## src/rtl/core/servo_setpoint_slew_limiter_macros.svh

```systemverilog
// Assertion macros for the servo setpoint slew limiter.
// Used by the top level; expects clk and arst_n in the including scope.
`ifndef SERVO_SETPOINT_SLEW_LIMITER_MACROS_SVH
`define SERVO_SETPOINT_SLEW_LIMITER_MACROS_SVH

`ifndef ASSERT_OFF
// Concurrent check on clk, off while in reset.
`define SSSL_ASSERT(lbl, prop, msg) \
	lbl: assert property (@(posedge clk) disable iff (!arst_n) (prop)) else $error(msg);
// Concurrent check on clk that also holds during reset.
`define SSSL_ASSERT_ALWAYS(lbl, prop, msg) \
	lbl: assert property (@(posedge clk) (prop)) else $error(msg);
`else
`define SSSL_ASSERT(lbl, prop, msg)
`define SSSL_ASSERT_ALWAYS(lbl, prop, msg)
`endif

`endif

```

## src/rtl/core/sssl_pkg.sv

```systemverilog
// Shared types and constants of the servo setpoint slew limiter.
// No dependencies.
package sssl_pkg;

	localparam int NUM_CH = 3;
	localparam int POS_W  = 8;
	localparam int DUTY_W = 12;
	localparam int CHAN_W = 2;

	typedef logic [POS_W-1:0]  pos_t;
	typedef logic [DUTY_W-1:0] duty_t;
	typedef logic [CHAN_W-1:0] chan_t;

	// Item kind carried on tuser
	typedef enum logic {
		ACT_SET_TARGET = 1'b0,
		ACT_TICK       = 1'b1
	} action_t;

	localparam pos_t  POS_RESET  = 8'd128;
	localparam pos_t  STEP_RESET = 8'd6;
	localparam duty_t DUTY_BASE  = 12'd900;

endpackage

```

## src/rtl/core/servo_setpoint_slew_limiter.sv

```systemverilog
// Three-channel servo setpoint slew limiter, top level.
// The result of an input item passes through the input register, then the
// result register. Throughput: one item per cycle while m_axis_tready does
// not hold back the result register.
// Reset: all targets and actual positions 128, max_step 6, no result pending.
// Uses sssl_pkg, sssl_channel and servo_setpoint_slew_limiter_macros.svh.
`include "servo_setpoint_slew_limiter_macros.svh"

module servo_setpoint_slew_limiter (
	input  logic                 clk,
	input  logic                 arst_n,
	// max_step register write channel
	input  logic                 cfg_valid,
	output logic                 cfg_ready,
	input  sssl_pkg::pos_t       cfg_data,
	// input items
	input  logic                 s_axis_tvalid,
	output logic                 s_axis_tready,
	input  logic [15:0]          s_axis_tdata,  // channel[1:0], new_target[9:2], zero pad
	input  logic [0:0]           s_axis_tuser,  // action[0]
	// result items
	output logic                 m_axis_tvalid,
	input  logic                 m_axis_tready,
	output logic [63:0]          m_axis_tdata   // position_a/b/c, duty_a/b/c, zero pad
);
	import sssl_pkg::*;

	pos_t    max_step_q;
	pos_t    act_q [NUM_CH];
	pos_t    tgt_q [NUM_CH];

	logic    valid_s1;
	action_t action_s1;
	chan_t   chan_s1;
	pos_t    target_s1;

	logic    valid_s2;
	pos_t    pos_s2  [NUM_CH];
	duty_t   duty_s2 [NUM_CH];

	pos_t    pos_next  [NUM_CH];
	duty_t   duty_next [NUM_CH];
	logic    adv;
	logic    tick;

	// Register is always writable
	assign cfg_ready = 1'b1;

	always_ff @(posedge clk or negedge arst_n) begin
		if (!arst_n) begin
			max_step_q <= STEP_RESET;
		end else if (cfg_valid) begin
			max_step_q <= cfg_data;
		end
	end

	// Handshake: stage 1 moves on when the result register is empty or its result is taken
	assign adv           = valid_s1 && (!valid_s2 || m_axis_tready);
	assign s_axis_tready = !valid_s1 || adv;
	assign tick          = (action_s1 == ACT_TICK);

	// Input register
	always_ff @(posedge clk or negedge arst_n) begin
		if (!arst_n) begin
			valid_s1 <= 1'b0;
		end else if (s_axis_tready) begin
			valid_s1 <= s_axis_tvalid;
		end
	end

	always_ff @(posedge clk) begin
		if (s_axis_tvalid && s_axis_tready) begin
			action_s1 <= action_t'(s_axis_tuser[0]);
			chan_s1   <= s_axis_tdata[1:0];
			target_s1 <= s_axis_tdata[9:2];
		end
	end

	// Per-channel slew and duty
	for (genvar i = 0; i < NUM_CH; i++) begin : g_ch
		sssl_channel u_ch (
			.act       (act_q[i]),
			.tgt       (tgt_q[i]),
			.step      (max_step_q),
			.tick      (tick),
			.pos_next  (pos_next[i]),
			.duty_next (duty_next[i])
		);

		// Channel state: target on set, actual position on tick
		always_ff @(posedge clk or negedge arst_n) begin
			if (!arst_n) begin
				act_q[i] <= POS_RESET;
				tgt_q[i] <= POS_RESET;
			end else if (adv) begin
				act_q[i] <= pos_next[i];
				if (!tick && chan_s1 == CHAN_W'(i)) begin
					tgt_q[i] <= target_s1;
				end
			end
		end

		always_ff @(posedge clk) begin
			if (adv) begin
				pos_s2[i]  <= pos_next[i];
				duty_s2[i] <= duty_next[i];
			end
		end
	end

	// Result register
	always_ff @(posedge clk or negedge arst_n) begin
		if (!arst_n) begin
			valid_s2 <= 1'b0;
		end else if (adv) begin
			valid_s2 <= 1'b1;
		end else if (m_axis_tready) begin
			valid_s2 <= 1'b0;
		end
	end

	assign m_axis_tvalid = valid_s2;
	assign m_axis_tdata  = {4'b0, duty_s2[2], duty_s2[1], duty_s2[0],
	                        pos_s2[2], pos_s2[1], pos_s2[0]};

	// Checks
	`SSSL_ASSERT(a_stall_only_on_full_output,
		!s_axis_tready |-> (m_axis_tvalid && !m_axis_tready),
		"input stalled while the result register could take data")
	`SSSL_ASSERT(a_set_keeps_positions,
		(adv && !tick) |=> (m_axis_tdata[23:0] == {act_q[2], act_q[1], act_q[0]}),
		"set-target item changed an actual position")
	`SSSL_ASSERT(a_duty_in_range,
		m_axis_tvalid |-> (duty_s2[0] >= DUTY_BASE && duty_s2[1] >= DUTY_BASE
			&& duty_s2[2] >= DUTY_BASE && duty_s2[0] <= 12'd2095
			&& duty_s2[1] <= 12'd2095 && duty_s2[2] <= 12'd2095),
		"duty word out of range")
	`SSSL_ASSERT_ALWAYS(a_no_result_in_reset,
		!arst_n |-> !m_axis_tvalid,
		"result valid during reset")

endmodule

```

## src/rtl/core/sssl_channel.sv

```systemverilog
// One servo channel: slew of the actual position toward the target and
// the PWM duty word of the resulting position. Depends on sssl_pkg.
module sssl_channel (
	input  sssl_pkg::pos_t  act,
	input  sssl_pkg::pos_t  tgt,
	input  sssl_pkg::pos_t  step,
	input  logic            tick,
	output sssl_pkg::pos_t  pos_next,
	output sssl_pkg::duty_t duty_next
);
	import sssl_pkg::*;

	logic [POS_W:0] a_w, t_w, s_w;
	pos_t           slewed;
	logic [14:0]    prod;

	// Limited move, never past the target
	always_comb begin
		a_w = {1'b0, act};
		t_w = {1'b0, tgt};
		s_w = {1'b0, step};
		if (a_w > t_w + s_w) begin
			slewed = act - step;
		end else if (a_w + s_w < t_w) begin
			slewed = act + step;
		end else begin
			slewed = tgt;
		end
		pos_next = tick ? slewed : act;
	end

	// duty = floor(pos*75/16) + 900, with 75 = 64 + 8 + 2 + 1
	always_comb begin
		prod = {1'b0, pos_next, 6'b0} + {4'b0, pos_next, 3'b0}
		     + {6'b0, pos_next, 1'b0} + {7'b0, pos_next};
		duty_next = {1'b0, prod[14:4]} + DUTY_BASE;
	end

endmodule
```

## config.mk

```make
export PLATFORM = sky130hd
export DESIGN_NAME = servo_setpoint_slew_limiter
export DESIGN_NICKNAME = d
export VERILOG_FILES = /design/src/rtl/core/sssl_pkg.sv /design/src/rtl/core/servo_setpoint_slew_limiter.sv /design/src/rtl/core/sssl_channel.sv
export VERILOG_INCLUDE_DIRS = /design/src /design/src/rtl/core
export SDC_FILE = /design/constraint.sdc
export NUM_CORES = 1
export LEC_CHECK = 0
export BUFFER_PORTS_ARGS = -buffer_cell sky130_fd_sc_hd__buf_2
export CORE_AREA = 2 2 141 143
export DETAILED_ROUTE_END_ITERATION = 7
export DIE_AREA = 0 0 143 145
export PLACE_DENSITY = 0.81
export SETUP_SLACK_MARGIN = 0.4
export SLEW_MARGIN = 10
export SYNTH_ARGS = -nofsm -noshare
export SYNTH_HDL_FRONTEND = slang
export SYNTH_SLANG_ARGS = --single-unit
```

## constraint.sdc

```tcl
create_clock -name clk -period 10.5 [get_ports clk]
set_clock_uncertainty 0.1 [all_clocks]
set_input_delay 2.1 -clock clk [delete_from_list [all_inputs] [get_ports clk]]
set_output_delay 2.1 -clock clk [all_outputs]
set_load 0.005 [all_outputs]
```

# After elaboration in Yosys (flattened, before gate mapping)
# Memories as Yosys holds them, arrays and structs flattened.
# Index checks and enable logic that the tools add are counted.
# totals
ff_bits	69
ram_bits	60
inputBits	30
n_memories	2
# op_classes
addsub	24
n_lt_le_gt_ge	6
n_eq_ne	2
n_mux	13
n_reduce_logical	15
# memory_table
memory	depth	width	rd	rd_clocked_by_memory_dff	write_ports	line	rtl
duty_s2	3	12	3	0	3	servo_setpoint_slew_limiter.sv:39	duty_t duty_s2 [NUM_CH];
pos_s2	3	8	3	0	3	servo_setpoint_slew_limiter.sv:38	pos_t pos_s2 [NUM_CH];
# ops
cell	count
8-bit two-way mux	9
8-bit by 8-bit adder with 9-bit output	6
14-bit by 11-bit adder with 15-bit output	3
15-bit by 8-bit adder with 15-bit output	3
15-bit by 9-bit adder with 15-bit output	3
11-bit by 10-bit adder with 12-bit output, second input constant	3
8-bit by 9-bit greater-than comparator with 1-bit output	3
9-bit by 8-bit < comparator with 1-bit output	3
8-bit adder	3
8-bit subtractor	3
2-bit AND reduction	3
1-bit logical AND	5
1-bit two-way mux	4
1-bit logical NOT	3
2-bit by 1-bit equality test with 1-bit output, second input constant	1
2-bit equality test, second input constant	1
2-bit logical NOT	1
1-bit logical OR	2
2-bit nonzero test	1

# Logic depth before layout (Yosys ltp)
# depth
word_depth	9
depth_mapped	38
depth_no_buf	38

# Cells and area by module
# A second synthesis with hierarchy kept.
# unflattened
hier_cells	1245
area_unflattened_um2	12618.4
# modules_own_cells
module	instances	cells_each	area_each_um2	seq_area_each_um2
servo_setpoint_slew_limiter	1	208	4421.7	3593.4
sssl_channel (g_ch[2].u_ch)	1	347	2757.6	0.0
sssl_channel (g_ch[0].u_ch)	1	345	2742.6	0.0
sssl_channel (g_ch[1].u_ch)	1	345	2696.3	0.0

# Least setup slack after synthesis
# No wires, ideal clock.
# synth_path
path_type	register to register
from	register max_step_q[1]
to	memory duty_s2[0][33] in the netlist's numbering (data pin)
arrival_ps	7491
required_time_ps	10136
path_slack_ps	2646
stages_incl_launch_ff	34
period_less_slack_ps	7854
cell_sequence	dfstp_2 inv_1 fa_1 nor2b_1 o31a_1 o21ai_1 nand2b_1 xnor2_1 ha_1 a211o_1 o41ai_2 a21oi_2 nor3_1 a221oi_1 a21oi_1 a21oi_1 mux2i_1 xnor2_1 ha_1 and3_1 a221oi_1 nor2_1 fa_1 a21o_1 a21oi_1 o21bai_1 a21oi_1 nor2b_1 o21a_1 or3_1 o31ai_1 a211oi_1 a41oi_1 xnor2_1
# synth_rtl
item	line	rtl
start, declared	servo_setpoint_slew_limiter.sv:28	pos_t max_step_q;
start signal, assigned	servo_setpoint_slew_limiter.sv:53	max_step_q <= cfg_data;
end, declared	servo_setpoint_slew_limiter.sv:39	

==> run summary <==
Clk root buf: clkbuf_16
Cell Rows: 51
WP data arrival: 9380 ps
Commonest cells post-synth: 180 x ha_1, 115 x inv_1, 85 x a21oi_1, 83 x nand2_1, 77 x xnor2_1
Ys flop type: edfxtp_1
Final HPWL DP: 20.1 mm
Cell count after synthesis: 1200
Total grt overflow: 0
Share of cells above drive strength 1: 14.8%
CP startpoint kind: flop
Final core occ: 67.7%
Layout overhead on the synthesized area: 11.1%
H-tree Lvls: 4
Max_cap viols: 0
Initial antenna violation count: 0
Top fanout value on the critical path: 10
Fraction of registers with async set or reset after synthesis: 45.0%
Via-per-instance ratio: 5.76
XOR/XNOR Fraction of Synth Area: 8.15%
Status: completed
Crit path max-delay family: compound AO/OA/AOI/OAI gates
Post-synth top area share: 19.2%
Total GRT Usage: 27.4%
Vertical die dimension: 145 um
First-pass detailed-route iteration total: 5
Routed len/inst: 17.5 um
CP Class: reg -> reg
Clk pin slew, worst setup/hold paths: 70 ps
Synth Area in Adders: 23.2%
Core Area: 0.0192 mm2
Synthesized area: 0.0117 mm2
Fin crit period: 9320 ps
Ant diodes: 0
Via count: 9007
CTS Buffer Depth: 2
Simple-gate share of the synthesized area: 10.1%
Slew at the pin closest to its max-slew limit: 1180 ps
EDFF count, synth: 71
Slew Viols, Final: 0
IO Count: 97
Post-CTS setup buffers: 0
Setup TNS after final layout: 0 ps
Mean Syn Cell Area: 9.76 um2
Final setup viols: 0
Largest family of logic cells by synthesized area: adder cells
Critical Path RT: 10560 ps
Hold-fix buffers at CTS: 0
Fillers: 1520
Mux contribution to synthesized area: 3.28%
Period utilization: 88.8%
Starting DRT DRC Count: 613
DIE AREA: 0.0207 mm2
CTS Buf Count: 17
GP Congestion: 0.906
Netlist cell types: 92
HP Class: reg -> reg
Largest net degree at the start of global routing: 59
Routed Antenna Nets: 0
Unrepaired setup endpoints after global routing: no
Initial Util: 61.0%
Slowest stage delay, CP: 700 ps
Drt total wl: 27.4 mm
CTS Sinks: 129
Seq/Total Area, Yosys: 30.7%
Resized cells post-CTS: 0
CTS tree: done
Worst-skew pair later-pin latency: 430 ps
Seq cells post-synth: 129
Max Fclk: 107 MHz
First-pass GRT wire length: 45.1 mm
Number of global-route vias before repair: 9207
Synth Area in Compound Gates: 19.4%
CP max-delay cell: dfstp_2
Normalized max-slew margin: 20.7%
Ys Warns: 0
Cell repeated most along the worst path: a21oi_1
Nets@finish: 1518
Area leader, netlist: ha_1
Area contributors post-synth: ha_1 19%, edfxtp_1 18%, dfrtp_1 11%
PortBufs: 85
Die width: 143 um
Final hold vios: 0
Crit. End Element: flop
Dominant cell by count in the synthesized netlist: ha_1
Worst path bufs/invs: 1
Final hold slack: 403 ps
DRC viols: 0
cells in the final DEF (no fill, tap or decap), drive strengths merged, types with 4 or more instances in the layout:
cell type	synthesis	final
dfrtp	50	50
conb	2	5
edfxtp	71	71
buf	10	93
inv	118	122
fa	23	23
and4	4	4
a31oi	14	14
dfstp	8	8
a21o	34	34
nand4	8	8
o21ai	76	76
nor2	69	69
o31ai	5	5
o211ai	5	5
nor2b	18	18
a21boi	5	5
ha	180	180
a211oi	10	10
a21oi	88	88
o41ai	7	7
a211o	4	4
nand2b	15	15
nand2	83	83
nor3	9	9
o21bai	25	25
mux2i	8	8
a2111oi	4	4
clkinv	1	6
a221oi	6	6
clkbuf	20	17
mux2	27	27
and2	6	6
o21a	10	10
and3	6	6
nand3	14	14
a2bb2oi	4	4
xnor2	77	77
xor2	32	32
routing by layer:
layer | track usage (%) | vias up | routed length, um
met5 | 0 | - | 0
met2 | 45.1 | 197 | 13000
li1 | - | 4462 | -
met1 | 35.7 | 4291 | 12200
met4 | 11.0 | 0 | 860
met3 | 4.69 | 57 | 1330
cell type report:
class,count,area (um2),area share (%)
clock buffer,17,425,3.27
timing repair buffer,93,485,3.73
tap,265,332,2.55
sequential,129,3590,27.6
inverter,119,447,3.43
clock inverter,15,183,1.40
multi-input combinational,925,7550,58.0
flip-flops by register name (all words and copies together) (netlist names):
register and count:
duty_s2 36, pos_s2 24, act_q 24, max_step_q 8, m_axis_tvalid 1, target_s1 8
valid_s1 1, tgt_q 24, action_s1 1, chan_s1 2
metrics by stage:
stage / worst slack [ps] / instances / instance area, um2
final: 1180 / 1563 / 13000
after global routing: 607 / 1563 / 13000
after CTS: 1020 / 1563 / 13000
after detailed placement: 1230 / 1531 / 12400
after global placement: 1450 / 1531 / 12400
after floorplan: 2650 / 1203 / 11700
worst paths after layout:
| check | cells past startpoint | to | slack [ps] | start |
|---|---|---|---|---|
| worst max-delay path | 33 | duty_s2[0][35]$_DFFE_PP_ | 1180 | max_step_q[1]$_DFFE_PN1P_ |
| worst min-delay path | 1 | m_axis_tvalid$_DFFE_PN0P_ | 400 | valid_s1$_DFFE_PN0N_ |
| worst max register to register | 33 | duty_s2[0][35]$_DFFE_PP_ | 1180 | max_step_q[1]$_DFFE_PN1P_ |
| worst min register to register | 1 | m_axis_tvalid$_DFFE_PN0P_ | 400 | valid_s1$_DFFE_PN0N_ |
| max in group asynchronous | 2 | tgt_q[6]$_DFFE_PN0P_ | 8040 | arst_n |
| min in group asynchronous | 2 | max_step_q[6]$_DFFE_PN0P_ | 1750 | arst_n |
worst register-to-register path: cells and delay by family (launching register included):
kind	cells	cell delay [ps]
compound gates	18	3780
simple gates	7	1640
fa+ha+maj	4	1630
flops	1	700
buf+inv	1	350
xor+xnor	2	310
mux	1	540
cell families after synthesis:
| family | Yosys count |
|---|---|
| compound gates | 327 |
| simple gates | 245 |
| fa+ha+maj | 204 |
| buf+inv | 149 |
| flops | 129 |
| xor+xnor | 109 |
| mux | 35 |
| other cells | 2 |
Power is left out: the tool's default activity adds up to more than one toggle a clock period on the data nets, which glitch-free logic cannot reach.
